**config.mk**
```make
export PLATFORM = sky130hd
export DESIGN_NAME = hit_position_dedup_binner
export DESIGN_NICKNAME = d
export VERILOG_FILES = /design/src/rtl/hpdb_pkg.sv /design/src/rtl/hit_position_dedup_binner.sv /design/src/rtl/hpdb_ram.sv /design/src/rtl/hpdb_scan.sv /design/src/rtl/hpdb_bin.sv
export VERILOG_INCLUDE_DIRS = /design/src /design/src/rtl
export SDC_FILE = /design/constraint.sdc
export NUM_CORES = 2
export LEC_CHECK = 0
export BUFFER_PORTS_ARGS = -buffer_cell sky130_fd_sc_hd__clkbuf_2
export CAP_MARGIN = 15
export CELL_PAD_IN_SITES_DETAIL_PLACEMENT = 1
export CELL_PAD_IN_SITES_GLOBAL_PLACEMENT = 2
export CORE_ASPECT_RATIO = 0.7
export CORE_MARGIN = 2
export CORE_UTILIZATION = 48
export DETAILED_ROUTE_END_ITERATION = 6
export PLACE_DENSITY_LB_ADDON = 0.1
export SKIP_LAST_GASP = 1
export SYNTH_ARGS = -nofsm -noshare
export SYNTH_HDL_FRONTEND = slang
export SYNTH_SLANG_ARGS = --single-unit
export TNS_END_PERCENT = 50
```
**constraint.sdc**
```tcl
create_clock -name clk -period 31.1 [get_ports clk]
set_input_delay 3.11 -clock clk [delete_from_list [all_inputs] [get_ports clk]]
set_output_delay 3.11 -clock clk [all_outputs]
set_load 0.005 [all_outputs]
```
**src/rtl/hit_position_dedup_binner_defines.svh**
```systemverilog
// ---------------------------------------------------------------------------
// hit_position_dedup_binner assertion macros
// concurrent checks on clk with rst as disable, removed with NO_ASSERTIONS
// ---------------------------------------------------------------------------
`ifndef HIT_POSITION_DEDUP_BINNER_DEFINES_SVH
`define HIT_POSITION_DEDUP_BINNER_DEFINES_SVH

`ifndef NO_ASSERTIONS
// same-cycle implication
`define HPDB_ASSERT_IMPL(label, ante, cons, msg) \
  label: assert property (@(posedge clk) disable iff (rst) (ante) |-> (cons)) else $error(msg);
// next-cycle implication
`define HPDB_ASSERT_NEXT(label, ante, cons, msg) \
  label: assert property (@(posedge clk) disable iff (rst) (ante) |=> (cons)) else $error(msg);
`else
`define HPDB_ASSERT_IMPL(label, ante, cons, msg)
`define HPDB_ASSERT_NEXT(label, ante, cons, msg)
`endif

`endif

```
**src/rtl/hpdb_pkg.sv**
```systemverilog
// ---------------------------------------------------------------------------
// hpdb_pkg
// shared widths, types and helpers of the hit dedup binner
// ---------------------------------------------------------------------------
package hpdb_pkg;

  localparam int POS_W               = 20;
  localparam int WIDTH_W             = 16;
  localparam int BAR_OUT_W           = 10;
  localparam int CENTER_W            = 24;
  localparam int TABLE_DEPTH_DEFAULT = 64;
  localparam int MAX_BINS_DEFAULT    = 256;

  typedef logic signed [POS_W-1:0] pos_t;
  typedef logic [WIDTH_W-1:0]      width_t;

  // one axis handed to the binning unit
  typedef struct packed {
    pos_t   coord;
    width_t width;
    pos_t   lo;
    pos_t   hi;
  } bin_cfg_t;

  typedef struct packed {
    logic                        done;
    logic signed [BAR_OUT_W-1:0] bar;
    logic signed [CENTER_W-1:0]  center;
  } bin_res_t;

  typedef struct packed {
    logic done;
    logic match;
  } scan_res_t;

  function automatic int addr_w(input int depth);
    return (depth > 1) ? $clog2(depth) : 1;
  endfunction

endpackage

```
**src/rtl/hit_position_dedup_binner.sv**
```systemverilog
// ---------------------------------------------------------------------------
// hit_position_dedup_binner
// drops repeated hit positions within an event and bins the rest
// ---------------------------------------------------------------------------
// usage
//   s_* channel takes one hit word: x, y, z and an event-start flag in tuser;
//   the flag empties the position table before the hit is looked at
//   m_* channel gives one word per kept hit: position, bar indices, bin
//   centres, and a table-full flag in tuser; a repeated hit gives no word
//   cfg_we/cfg_index/cfg_data write the bin and range registers while idle
// timing
//   one hit at a time: after a kept hit the input frees once its word is
//   loaded into the output register; the scan reads the N stored positions
//   (one table read per cycle), and the shared binning unit finds the BAR_W
//   bits of the bar index (one bit per cycle); a repeat frees the input
//   once the scan stops at the match
// reset
//   registers go to their defaults, table is empty, no word pending
// back-pressure
//   a finished word sits in the output register; the next hit is taken and
//   worked on meanwhile, and only waits at the end if the word is not taken
// ---------------------------------------------------------------------------
`include "hit_position_dedup_binner_defines.svh"

module hit_position_dedup_binner
  import hpdb_pkg::*;
#(
  parameter int TABLE_DEPTH = TABLE_DEPTH_DEFAULT,
  parameter int MAX_BINS    = MAX_BINS_DEFAULT
) (
  input  logic         clk,
  input  logic         rst,
  // hit word in
  input  logic         s_tvalid,
  output logic         s_tready,
  input  logic [63:0]  s_tdata,   // hit_x, hit_y, hit_z, zero pad
  input  logic [0:0]   s_tuser,   // event_start
  // result word out
  output logic         m_tvalid,
  input  logic         m_tready,
  output logic [127:0] m_tdata,   // out_x, out_y, out_z, bar_x, bar_y, center_x, center_y
  output logic [0:0]   m_tuser,   // table_full
  // register writes
  input  logic         cfg_we,
  input  logic [2:0]   cfg_index,
  input  logic [19:0]  cfg_data
);

  localparam int AW = addr_w(TABLE_DEPTH);
  localparam int CW = $clog2(TABLE_DEPTH + 1);

  // register map
  localparam logic [2:0] REG_BIN_WIDTH_X     = 3'd0;
  localparam logic [2:0] REG_BIN_WIDTH_Y     = 3'd1;
  localparam logic [2:0] REG_MATCH_TOLERANCE = 3'd2;
  localparam logic [2:0] REG_RANGE_MIN_X     = 3'd3;
  localparam logic [2:0] REG_RANGE_MAX_X     = 3'd4;
  localparam logic [2:0] REG_RANGE_MIN_Y     = 3'd5;
  localparam logic [2:0] REG_RANGE_MAX_Y     = 3'd6;

  localparam width_t RST_BIN_WIDTH = 16'd640;
  localparam width_t RST_TOLERANCE = 16'd64;
  localparam pos_t   RST_RANGE_MIN = -20'sd6400;
  localparam pos_t   RST_RANGE_MAX = 20'sd6400;

  typedef enum logic [2:0] {S_IDLE, S_SCAN, S_BINX, S_BINY, S_OUT} state_t;

  // configuration
  width_t bin_width_x;
  width_t bin_width_y;
  width_t match_tolerance;
  pos_t   range_min_x;
  pos_t   range_max_x;
  pos_t   range_min_y;
  pos_t   range_max_y;

  // control and working registers
  state_t        state;
  logic [CW-1:0] count;
  logic          scan_start;
  logic          bin_start;
  logic          axis_y;
  pos_t          hit_x;
  pos_t          hit_y;
  pos_t          hit_z;
  logic          full;
  logic signed [BAR_OUT_W-1:0] bar_x;
  logic signed [CENTER_W-1:0]  center_x;
  logic signed [BAR_OUT_W-1:0] bar_y;
  logic signed [CENTER_W-1:0]  center_y;

  // interconnect
  logic [AW-1:0]      raddr;
  logic [2*POS_W-1:0] rdata;
  scan_res_t          scan_res;
  bin_res_t           bin_res;
  bin_cfg_t           bin_cfg;
  logic               store_we;
  logic               load_out;

  assign s_tready = (state == S_IDLE);

  // new entry goes in at the end of the table if there is room
  assign store_we = (state == S_SCAN) && scan_res.done && !scan_res.match
                  && (count < CW'(TABLE_DEPTH));

  assign load_out = (state == S_OUT) && (!m_tvalid || m_tready);

  // axis select for the shared binning unit
  always_comb begin
    if (axis_y) begin
      bin_cfg = '{coord: hit_y, width: bin_width_y, lo: range_min_y, hi: range_max_y};
    end else begin
      bin_cfg = '{coord: hit_x, width: bin_width_x, lo: range_min_x, hi: range_max_x};
    end
  end

  // register writes
  always_ff @(posedge clk) begin
    if (rst) begin
      bin_width_x     <= RST_BIN_WIDTH;
      bin_width_y     <= RST_BIN_WIDTH;
      match_tolerance <= RST_TOLERANCE;
      range_min_x     <= RST_RANGE_MIN;
      range_max_x     <= RST_RANGE_MAX;
      range_min_y     <= RST_RANGE_MIN;
      range_max_y     <= RST_RANGE_MAX;
    end else if (cfg_we) begin
      unique case (cfg_index)
        REG_BIN_WIDTH_X:     bin_width_x     <= cfg_data[WIDTH_W-1:0];
        REG_BIN_WIDTH_Y:     bin_width_y     <= cfg_data[WIDTH_W-1:0];
        REG_MATCH_TOLERANCE: match_tolerance <= cfg_data[WIDTH_W-1:0];
        REG_RANGE_MIN_X:     range_min_x     <= cfg_data;
        REG_RANGE_MAX_X:     range_max_x     <= cfg_data;
        REG_RANGE_MIN_Y:     range_min_y     <= cfg_data;
        REG_RANGE_MAX_Y:     range_max_y     <= cfg_data;
        default: ;  // unmapped index, ignored
      endcase
    end
  end

  // sequencer: scan, store, bin x, bin y, hand over
  always_ff @(posedge clk) begin
    if (rst) begin
      state      <= S_IDLE;
      count      <= '0;
      scan_start <= 1'b0;
      bin_start  <= 1'b0;
      axis_y     <= 1'b0;
      m_tvalid   <= 1'b0;
    end else begin
      // one-cycle kicks for the scan and the shared binning unit
      scan_start <= (state == S_IDLE) && s_tvalid;
      bin_start  <= ((state == S_SCAN) && scan_res.done && !scan_res.match)
                  || ((state == S_BINX) && bin_res.done);
      // output word held until taken
      if (load_out) begin
        m_tvalid <= 1'b1;
      end else if (m_tready) begin
        m_tvalid <= 1'b0;
      end
      unique case (state)
        S_IDLE: begin
          if (s_tvalid) begin
            hit_x      <= s_tdata[POS_W-1:0];
            hit_y      <= s_tdata[2*POS_W-1:POS_W];
            hit_z      <= s_tdata[3*POS_W-1:2*POS_W];
            if (s_tuser[0]) begin
              count <= '0;
            end
            state      <= S_SCAN;
          end
        end
        S_SCAN: begin
          if (scan_res.done) begin
            if (scan_res.match) begin
              // repeat of a stored position, nothing to send
              state <= S_IDLE;
            end else begin
              full      <= !store_we;
              if (store_we) begin
                count <= count + 1'b1;
              end
              axis_y    <= 1'b0;
              state     <= S_BINX;
            end
          end
        end
        S_BINX: begin
          if (bin_res.done) begin
            bar_x     <= bin_res.bar;
            center_x  <= bin_res.center;
            axis_y    <= 1'b1;
            state     <= S_BINY;
          end
        end
        S_BINY: begin
          if (bin_res.done) begin
            bar_y    <= bin_res.bar;
            center_y <= bin_res.center;
            state    <= S_OUT;
          end
        end
        S_OUT: begin
          if (load_out) begin
            m_tdata <= {center_y, center_x, bar_y, bar_x, hit_z, hit_y, hit_x};
            m_tuser <= full;
            state   <= S_IDLE;
          end
        end
        default: state <= S_IDLE;
      endcase
    end
  end

  hpdb_ram #(
    .WIDTH (2 * POS_W),
    .DEPTH (TABLE_DEPTH)
  ) u_table (
    .clk   (clk),
    .we    (store_we),
    .waddr (count[AW-1:0]),
    .wdata ({hit_y, hit_x}),
    .raddr (raddr),
    .rdata (rdata)
  );

  hpdb_scan #(
    .TABLE_DEPTH (TABLE_DEPTH)
  ) u_scan (
    .clk   (clk),
    .rst   (rst),
    .start (scan_start),
    .count (count),
    .hit_x (hit_x),
    .hit_y (hit_y),
    .tol   (match_tolerance),
    .raddr (raddr),
    .rdata (rdata),
    .res   (scan_res)
  );

  hpdb_bin #(
    .MAX_BINS (MAX_BINS)
  ) u_bin (
    .clk   (clk),
    .rst   (rst),
    .start (bin_start),
    .cfg   (bin_cfg),
    .res   (bin_res)
  );

  `HPDB_ASSERT_IMPL(a_store_room, store_we, count < CW'(TABLE_DEPTH), "store into a full table")
  `HPDB_ASSERT_IMPL(a_count_bound, 1'b1, count <= CW'(TABLE_DEPTH), "fill count past depth")
  `HPDB_ASSERT_IMPL(a_scan_owner, scan_res.done, state == S_SCAN, "scan finished out of turn")
  `HPDB_ASSERT_IMPL(a_bin_owner, bin_res.done, state == S_BINX || state == S_BINY, "stray bin")
  `HPDB_ASSERT_NEXT(a_out_load, load_out, m_tvalid, "loaded word not presented")

endmodule

```
**src/rtl/hpdb_ram.sv**
```systemverilog
// ---------------------------------------------------------------------------
// hpdb_ram
// generic single write, single read ram with registered read data
// ---------------------------------------------------------------------------
module hpdb_ram
  import hpdb_pkg::*;
#(
  parameter int WIDTH = 2 * POS_W,
  parameter int DEPTH = TABLE_DEPTH_DEFAULT
) (
  input  logic                     clk,
  input  logic                     we,
  input  logic [addr_w(DEPTH)-1:0] waddr,
  input  logic [WIDTH-1:0]         wdata,
  input  logic [addr_w(DEPTH)-1:0] raddr,
  output logic [WIDTH-1:0]         rdata
);

  logic [WIDTH-1:0] mem [DEPTH];

  always_ff @(posedge clk) begin
    if (we) begin
      mem[waddr] <= wdata;
    end
    rdata <= mem[raddr];
  end

endmodule

```
**src/rtl/hpdb_scan.sv**
```systemverilog
// ---------------------------------------------------------------------------
// hpdb_scan
// walks the stored positions one per cycle looking for a near match
// ---------------------------------------------------------------------------
module hpdb_scan
  import hpdb_pkg::*;
#(
  parameter int TABLE_DEPTH = TABLE_DEPTH_DEFAULT
) (
  input  logic                                 clk,
  input  logic                                 rst,
  input  logic                                 start,
  input  logic [$clog2(TABLE_DEPTH+1)-1:0]     count,
  input  pos_t                                 hit_x,
  input  pos_t                                 hit_y,
  input  width_t                               tol,
  output logic [addr_w(TABLE_DEPTH)-1:0]       raddr,
  input  logic [2*POS_W-1:0]                   rdata,
  output scan_res_t                            res
);

  localparam int AW = addr_w(TABLE_DEPTH);
  localparam int CW = $clog2(TABLE_DEPTH + 1);
  localparam int DW = POS_W + 1;

  logic          busy;
  logic          pend;
  logic [CW-1:0] idx;
  logic          issue;
  logic          hit;

  pos_t                 sx;
  pos_t                 sy;
  logic signed [DW-1:0] dx;
  logic signed [DW-1:0] dy;
  logic [DW-1:0]        ax;
  logic [DW-1:0]        ay;

  assign sx = rdata[POS_W-1:0];
  assign sy = rdata[2*POS_W-1:POS_W];
  assign dx = {hit_x[POS_W-1], hit_x} - {sx[POS_W-1], sx};
  assign dy = {hit_y[POS_W-1], hit_y} - {sy[POS_W-1], sy};
  assign ax = dx[DW-1] ? DW'(-dx) : DW'(dx);
  assign ay = dy[DW-1] ? DW'(-dy) : DW'(dy);

  // strictly inside the square on both axes
  assign hit   = pend && (ax < DW'(tol)) && (ay < DW'(tol));
  assign issue = busy && (idx < count) && !res.match && !hit;
  assign raddr = idx[AW-1:0];

  always_ff @(posedge clk) begin
    if (rst) begin
      busy      <= 1'b0;
      pend      <= 1'b0;
      idx       <= '0;
      res.done  <= 1'b0;
      res.match <= 1'b0;
    end else begin
      // finished once nothing is issued and no read is outstanding
      res.done <= busy && !start && !issue && !pend;
      if (start) begin
        busy      <= 1'b1;
        pend      <= 1'b0;
        idx       <= '0;
        res.match <= 1'b0;
      end else if (busy) begin
        pend <= issue;
        if (issue) begin
          idx <= idx + 1'b1;
        end
        if (hit) begin
          res.match <= 1'b1;
        end
        if (!issue && !pend) begin
          busy <= 1'b0;
        end
      end
    end
  end

endmodule

```
**src/rtl/hpdb_bin.sv**
```systemverilog
// ---------------------------------------------------------------------------
// hpdb_bin
// bit-serial bar search with one shared add and compare, then bin centre
// ---------------------------------------------------------------------------
module hpdb_bin
  import hpdb_pkg::*;
#(
  parameter int MAX_BINS = MAX_BINS_DEFAULT
) (
  input  logic     clk,
  input  logic     rst,
  input  logic     start,
  input  bin_cfg_t cfg,
  output bin_res_t res
);

  localparam int BAR_W = $clog2(MAX_BINS + 1);
  localparam int ACC_W = WIDTH_W + BAR_W;
  localparam int SW    = ((ACC_W > POS_W + 1) ? ACC_W : POS_W + 1) + 1;
  localparam int XW    = ((SW > CENTER_W) ? SW : CENTER_W) + 1;
  localparam int BW    = BAR_W + BAR_OUT_W;

  localparam logic signed [XW-1:0] C_MAX = XW'((64'sd1 <<< (CENTER_W - 1)) - 1);
  localparam logic signed [XW-1:0] C_MIN = XW'(-(64'sd1 <<< (CENTER_W - 1)));

  typedef enum logic [1:0] {B_IDLE, B_STEP, B_FINISH} bstate_t;

  bstate_t              state;
  logic signed [SW-1:0] diff;
  logic signed [SW-1:0] span;
  width_t               w;
  pos_t                 lo;
  logic                 below;
  logic [BAR_W-1:0]     bar;
  logic [BAR_W-1:0]     bitm;
  logic [ACC_W-1:0]     acc;
  logic [ACC_W-1:0]     wsh;

  logic [ACC_W-1:0]     trial;
  logic [BAR_W-1:0]     trial_bar;
  logic signed [SW-1:0] trial_s;
  logic                 take;

  logic signed [XW-1:0] base;
  logic signed [XW-1:0] ctr;
  logic signed [XW-1:0] ctr_sat;
  logic [BW-1:0]        bar_ext;

  // shared unit: one add, then compare against coordinate, range and bin count
  assign trial     = acc + wsh;
  assign trial_bar = bar | bitm;
  assign trial_s   = {{(SW-ACC_W){1'b0}}, trial};
  assign take      = (trial_bar <= BAR_W'(MAX_BINS)) && (trial_s < diff) && (trial_s <= span);

  assign base = below ? -{{(XW-WIDTH_W){1'b0}}, w} : {{(XW-ACC_W){1'b0}}, acc};
  assign ctr  = {{(XW-POS_W){lo[POS_W-1]}}, lo} + base
              + {{(XW-WIDTH_W+1){1'b0}}, w[WIDTH_W-1:1]};
  assign ctr_sat = (ctr > C_MAX) ? C_MAX : ((ctr < C_MIN) ? C_MIN : ctr);
  assign bar_ext = BW'(bar);

  always_ff @(posedge clk) begin
    if (rst) begin
      state    <= B_IDLE;
      res.done <= 1'b0;
    end else begin
      res.done <= (state == B_FINISH);
      unique case (state)
        B_IDLE: begin
          if (start) begin
            diff  <= {{(SW-POS_W){cfg.coord[POS_W-1]}}, cfg.coord}
                   - {{(SW-POS_W){cfg.lo[POS_W-1]}}, cfg.lo};
            span  <= {{(SW-POS_W){cfg.hi[POS_W-1]}}, cfg.hi}
                   - {{(SW-POS_W){cfg.lo[POS_W-1]}}, cfg.lo};
            below <= (cfg.coord <= cfg.lo);
            w     <= cfg.width;
            lo    <= cfg.lo;
            bar   <= '0;
            acc   <= '0;
            bitm  <= {1'b1, {(BAR_W-1){1'b0}}};
            wsh   <= ACC_W'(cfg.width) << (BAR_W - 1);
            state <= B_STEP;
          end
        end
        B_STEP: begin
          if (take) begin
            bar <= trial_bar;
            acc <= trial;
          end
          wsh  <= wsh >> 1;
          bitm <= bitm >> 1;
          if (bitm[0]) begin
            state <= B_FINISH;
          end
        end
        B_FINISH: begin
          res.bar    <= below ? {BAR_OUT_W{1'b1}} : bar_ext[BAR_OUT_W-1:0];
          res.center <= ctr_sat[CENTER_W-1:0];
          state      <= B_IDLE;
        end
        default: state <= B_IDLE;
      endcase
    end
  end

endmodule
```
# Yosys cells after proc, flatten, opt, wreduce, memory -nomap -nowiden
# Memories as Yosys holds them, arrays and structs flattened. A register that Yosys moved wholly into a read port is not among the register bits.
# Index checks and enable logic that the tools add are counted.
# totals
wordCells	190
ff_bits	605
latch_bits	0
ramBits	2560
mem_count	1
romBits	0
input_bits	93
# memory_table
memory	depth	word_bits	read_ports	rd_ports_with_merged_regs	write_ports	line_no	rtl
u_table.mem	64	40	1	1	1	hpdb_ram.sv:19	logic [WIDTH-1:0] mem [DEPTH];
# classes
bitwise_logic	3
shift	0
n_addsub	12
n_eq_ne	23
n_mux	43
div_mod_pow	0
n_reduce_logical	56
n_lt_le_gt_ge	10
multipliers	0
# ops
cell	n
case mux 25 bit (2 select lines)	2
subtractor 20 x 20 -> 21 bit	4
two-way mux 76 bit	1
two-way mux 25 bit	3
< comparator 21 x 16 -> 1 bit	2
two-way mux 21 bit	2
negator 21 bit	2
case mux 9 bit (2 select lines)	2
two-way mux 7 bit	5
adder 27 x 15 -> 27 bit	1
adder 27 bit	1
greater-than comparator 27 x 24 -> 1 bit, second input constant	1
< comparator 27 x 24 -> 1 bit, second input constant	1
two-way mux 27 bit	1
two-way mux 9 bit	3
negator 16 -> 27 bit	1
less-or-equal comparator 26 bit	1
< comparator 26 bit	1
adder 25 bit	1
two-way mux 24 bit	1
AND reduction 2 bit	11
less-or-equal comparator 20 bit	1
AND reduction 3 bit	6
logical AND 1 bit	17
30 further kinds	76

# Logic depth before layout (Yosys ltp)
# logic_depth
word_depth	13
depth_mapped	27
depth_no_buf	25

# Cells and area by module
# From an unflattened synthesis, not the netlist that was laid out.
# hier_totals
cells_unflattened	7269
hier_area_um2	130013.4
# by_module_without_submodules
mod	seq_area_each_um2	area_each_um2	cells_each	instances
hpdb_ram	77674.5	97960.2	4263	1
hit_position_dedup_binner	10590.2	13893.3	1016	1
hpdb_bin	5465.2	13227.7	1285	1
hpdb_scan	220.2	4932.2	705	1

# Worst setup path after synthesis
# OpenSTA, ideal clock, no wires.
# synth_timing
path_type	in2reg
from	in rst
to	reg m_tdata[0], enable pin
t_arrival_ns	12.885
n_path_buf	2
stages	3
slack_ns	17.413
cell_sequence	clkbuf_1 clkbuf_1 nor3b_1
# synth_via
elab_chain_cells	2
# synth_rtl
element	line_no	rtl
from (decl)	hit_position_dedup_binner.sv:32	input logic rst,
inverter 1 bit (no line)	-	
AND reduction 3 bit (no line)	-	
to (signal assigned)	hit_position_dedup_binner.sv:206	m_tdata <= {center_y, center_x, bar_y, bar_x, hit_z, hit_y, hit_x};
to (decl)	hit_position_dedup_binner.sv:41	output logic [127:0] m_tdata,
# Every way passes these cells.
# A chain may end at the register's enable or synchronous reset.

# Final worst setup path
# layout_timing
from	reg u_bin.acc[0]
to	reg u_bin.acc[6], enable pin
# layout_via
elab_chain_cells	6
word_cells_on_any_way	7
# layout_rtl
element	line_no	rtl
from (decl)	hpdb_bin.sv:36	logic [ACC_W-1:0] acc;
from (signal assigned)	hpdb_bin.sv:87	acc <= trial;
adder 25 bit (*)	hpdb_bin.sv:50	assign trial = acc + wsh;
named net u_bin.trial[20]	hpdb_bin.sv:39	logic [ACC_W-1:0] trial;
< comparator 26 bit	hpdb_bin.sv:53	assign take = (trial_bar <= BAR_W'(MAX_BINS)) && (trial_s < diff) && (trial_s <= span);
logical AND 1 bit	hpdb_bin.sv:53	
logical AND 1 bit (*)	hpdb_bin.sv:53	
inequality test 2 x 1 -> 1 bit (no line) (*)	-	
AND reduction 4 bit (no line) (*)	-	
# The timed path passes the listed nets; every way through them passes the cells marked *.

==> out/metrics.csv <==
metric,value,unit
rsz0062_at_grt,no,
finalHoldViolCount,0,
design_power_total,0.00868,W
worstSkewPairLatency,890,ps
antenna_found_initial,35,
worst-path-buf-inv,1,
n_fill_cell,23395,
ant_nets,0,
tightest_slew,1260,ps
worstSetupStartpointType,flip-flop,
fin_skew,50.1,ps
globalRouteTotalUtil,28.9,%
fin_crit_sh,25.7,%
place.gp.congestion,0.863,
final_core_util,54.3,%
final-setup-viol-count,0,
h-tree-depth,5,
drt_iter0_drc,9945,
die_area,273000,µm²
fmax,125,MHz
synth_ff_type,edfxtp_1,
wirelength,395000,µm
async_flop_share,0,%
status,completed,
ys_top_cells_by_area,"edfxtp_1 70%, mux4_2 15%, dfxtp_1 3.0%, ha_1 2.2%, nand2_1 1.0%",
avgSynthCellArea,19.4,µm²
core_area,268000,µm²
synth_area,129000,µm²
max_stage_delay,800,ps
cts-root-buf,clkbuf_16,
cp_max_fo,33,
switching_share,20.8,%
vias,68710,
postCtsResizedCells,0,
fp-row-count,159,
critPathKind,flip-flop to flip-flop,
wire_per_inst,36.4,µm
crit_required,31600,ps
gr-total-overflow,0,
endpoint_kind,flip-flop,
synthDominantCellAreaShare,69.9,%
yosys.area.top_type,edfxtp_1,
clock_sinks,3194,
dp_hpwl,238000,µm
drc,0,
post-route-min-period,8000,ps
layout.cells.non_filler,10866,
yosys_warnings,0,
syn_nets,6969,
synth-edff-count,2998,
clkTransAtPathRegs,70,ps
tns,0,ps
yosysSeqAreaShare,72.9,%
grt_pass1_vias,68177,
p_per_area,59.7,nW/µm²
ios,224,
clock_path_buffers,4,
seq_power_share,54.2,%
grt_pass1_wl,548000,µm
maxSlewViolCount,0,
syn_inst,6626,
grt_max_degree,100,
area_delta_synth_final,12.8,%
drive_gt1_share,25.5,%
die_h,437,µm
placed_cells,10307,
portBuffers,219,
leakagePower,46.3,nW
postCtsSetupRepairBufs,0,
slowest_stage,a2111oi_0,
design_area,145000,µm²
synth_cell_types,87,
drv_cap,0,
cts_tree,done,
vdd_ir_drop_max,0.0440,mV
crit_chain,ha_1 > fa_1 > a21oi_1 > o21bai_1 > a2111oi_0 > o21ai_0 > a2111oi_0 > o31ai_1 > o41ai_1 > o21ai_0 > xor2_1 > ha_1 > nor2b_1 > o21ai_0 > nand2_1 > a211oi_1 > a211oi_1 > a311o_1 > a2111oi_0 > or3_1 > buf_4,
routed_via_density,6.32,
switchingPower,0.00180,W
cts_hold_buf,0,
cp.arrival,8500,ps
start_util,48.2,%
min_path_type,flip-flop to flip-flop,
synth-seq-cells,3194,
power.clock.fraction,43.0,%
dieWidth,623,µm
internal_power,0.00687,W
maxSlewHeadroom,13.8,%
power_frac_comb,2.8,%
fin_nets,7428,
post_dp_cell_area,135000,µm²
crit_family,compound AO/OA/AOI/OAI gates,
drtPass1Iterations,5,
cts_buffers,311,
-- power groups by stage --
| stage | clock, W | sequential, W | combinational, W |
|---|---|---|---|
| CTS | 0.00378 | 0.00470 | 0.000242 |
| finish | 0.00373 | 0.00470 | 0.000246 |
| detailed placement | 0 | 0.00479 | 0.000241 |
| global route | 0.00392 | 0.00470 | 0.000266 |
| floorplan | 0 | 0.00481 | 0.000123 |
| global placement | 0 | 0.00479 | 0.000233 |
-- path summary, 6_finish.rpt --
path / startpoint / end / slack, ps / cells after the start
worst max-delay path: u_bin.acc[0] / u_bin.acc[6] / 23100 / 21
worst min-delay path: center_y[11] / m_tdata[115] / 400 / 0
worst max register to register: u_bin.acc[0] / u_bin.acc[6] / 23100 / 21
worst min register to register: center_y[11] / m_tdata[115] / 400 / 0
-- worst register-to-register path, stage by stage (launching register included) --
cell and delay, ps:
edfxtp_1 410, ha_1 240, fa_1 410, a21oi_1 190
o21bai_1 140, a2111oi_0 600, o21ai_0 290, a2111oi_0 800
o31ai_1 250, o41ai_1 740, o21ai_0 310, xor2_1 670
ha_1 380, nor2b_1 130, o21ai_0 150, nand2_1 70
a211oi_1 220, a211oi_1 170, a311o_1 420, a2111oi_0 290
or3_1 200, buf_4 510
-- through the flow --
step	setup WS (ps)	hold WS, ps
finish	23100	397
global route	22810	387
CTS	23430	390
detailed placement	23500	405
global placement	23500	401
floorplan	17410	400
-- flip-flops by register name, indices dropped and copies added, names as in the netlist, 16 cells and up --
name	count
bin_width_x	16
bin_width_y	16
hit_z	20
u_bin.acc	25
hit_x	20
u_table.rdata	40
u_bin.lo	20
u_table.mem	2560
center_y	24
range_max_y	20
range_min_y	20
u_bin.res	35
center_x	24
u_bin.wsh	24
m_tdata	128
u_bin.span	21
u_bin.diff	21
range_min_x	20
u_bin.w	16
hit_y	20
match_tolerance	16
range_max_x	20
-- placed cells by master, fill, tap and decap left out, types with 16 or more instances in the layout --
cell,instances
buf_4,205
or3_1,17
a21boi_0,18
xnor2_1,101
o21ai_0,113
clkinv_1,53
nand3b_1,35
edfxtp_1,2998
o31ai_1,16
xor2_1,40
inv_1,239
fa_1,21
a211oi_1,26
o21a_1,28
mux2_2,55
and2_1,53
clkbuf_16,322
a21oi_1,229
clkbuf_1,72
clkbuf_2,218
a31oi_1,16
nor2_1,186
nand2b_1,36
mux4_2,840
nand3_1,47
a21o_1,49
nand4_1,31
nor2b_1,34
mux2i_1,39
nor3_1,37
ha_1,229
nand2_1,345
dfxtp_1,189
bufinv_16,21
nor2_4,65
or2_2,17
clkinv_2,42
-- kinds of logic (layout without fill, tap and decap cells) --
| kind of cell | Yosys count | in the layout | synth area share (%) |
|---|---|---|---|
| AO/OA/AOI/OAI | 604 | 604 | 2.96 |
| XOR/XNOR | 142 | 142 | 0.971 |
| adder cells (fa/ha/maj) | 250 | 250 | 2.55 |
| buffers and inverters | 526 | 1215 | 1.55 |
| flip-flops | 3194 | 3194 | 72.9 |
| multiplexers | 935 | 935 | 15.5 |
| other | 0 | 9 | 0 |
| AND/OR/NAND/NOR | 975 | 975 | 3.59 |
-- Yosys cell counts, types with 35 or more instances --
library cell     n
dfxtp_1        196
mux2i_1         39
clkbuf_1       222
a21oi_1        229
mux4_2         840
xor2_1          40
nor2b_1         35
inv_1          239
o21ai_0        113
nand3_1         47
nor2_1         253
nor3_1          39
edfxtp_1      2998
and2_1          53
mux2_2          55
ha_1           229
nand2_1        345
nand2b_1        36
buf_1           55
xnor2_1        101
nand3b_1        35
a21o_1          49
-- cell type report --
class / instances / area, µm² / area share [%]
antenna: 9 / 22.5 / 0.0155
clock inverter: 134 / 1220 / 0.837
tap: 3542 / 4430 / 3.05
timing repair buffer: 433 / 2810 / 1.93
sequential: 3194 / 94000 / 64.7
multi-input combinational: 2906 / 33500 / 23.0
inverter: 239 / 897 / 0.617
clock buffer: 409 / 8530 / 5.87
-- metal layers --
metal / global-route usage (%) / vias up / share of wire, %
li1: - / 27661 / -
met1: 46.1 / 37291 / 45
met2: 41.5 / 3253 / 43
met3: 5.35 / 495 / 9.3
met4: 6.38 / 10 / 2.3
met5: 0 / - / 0.017
Note: power is estimated with default switching activity, not from simulation.
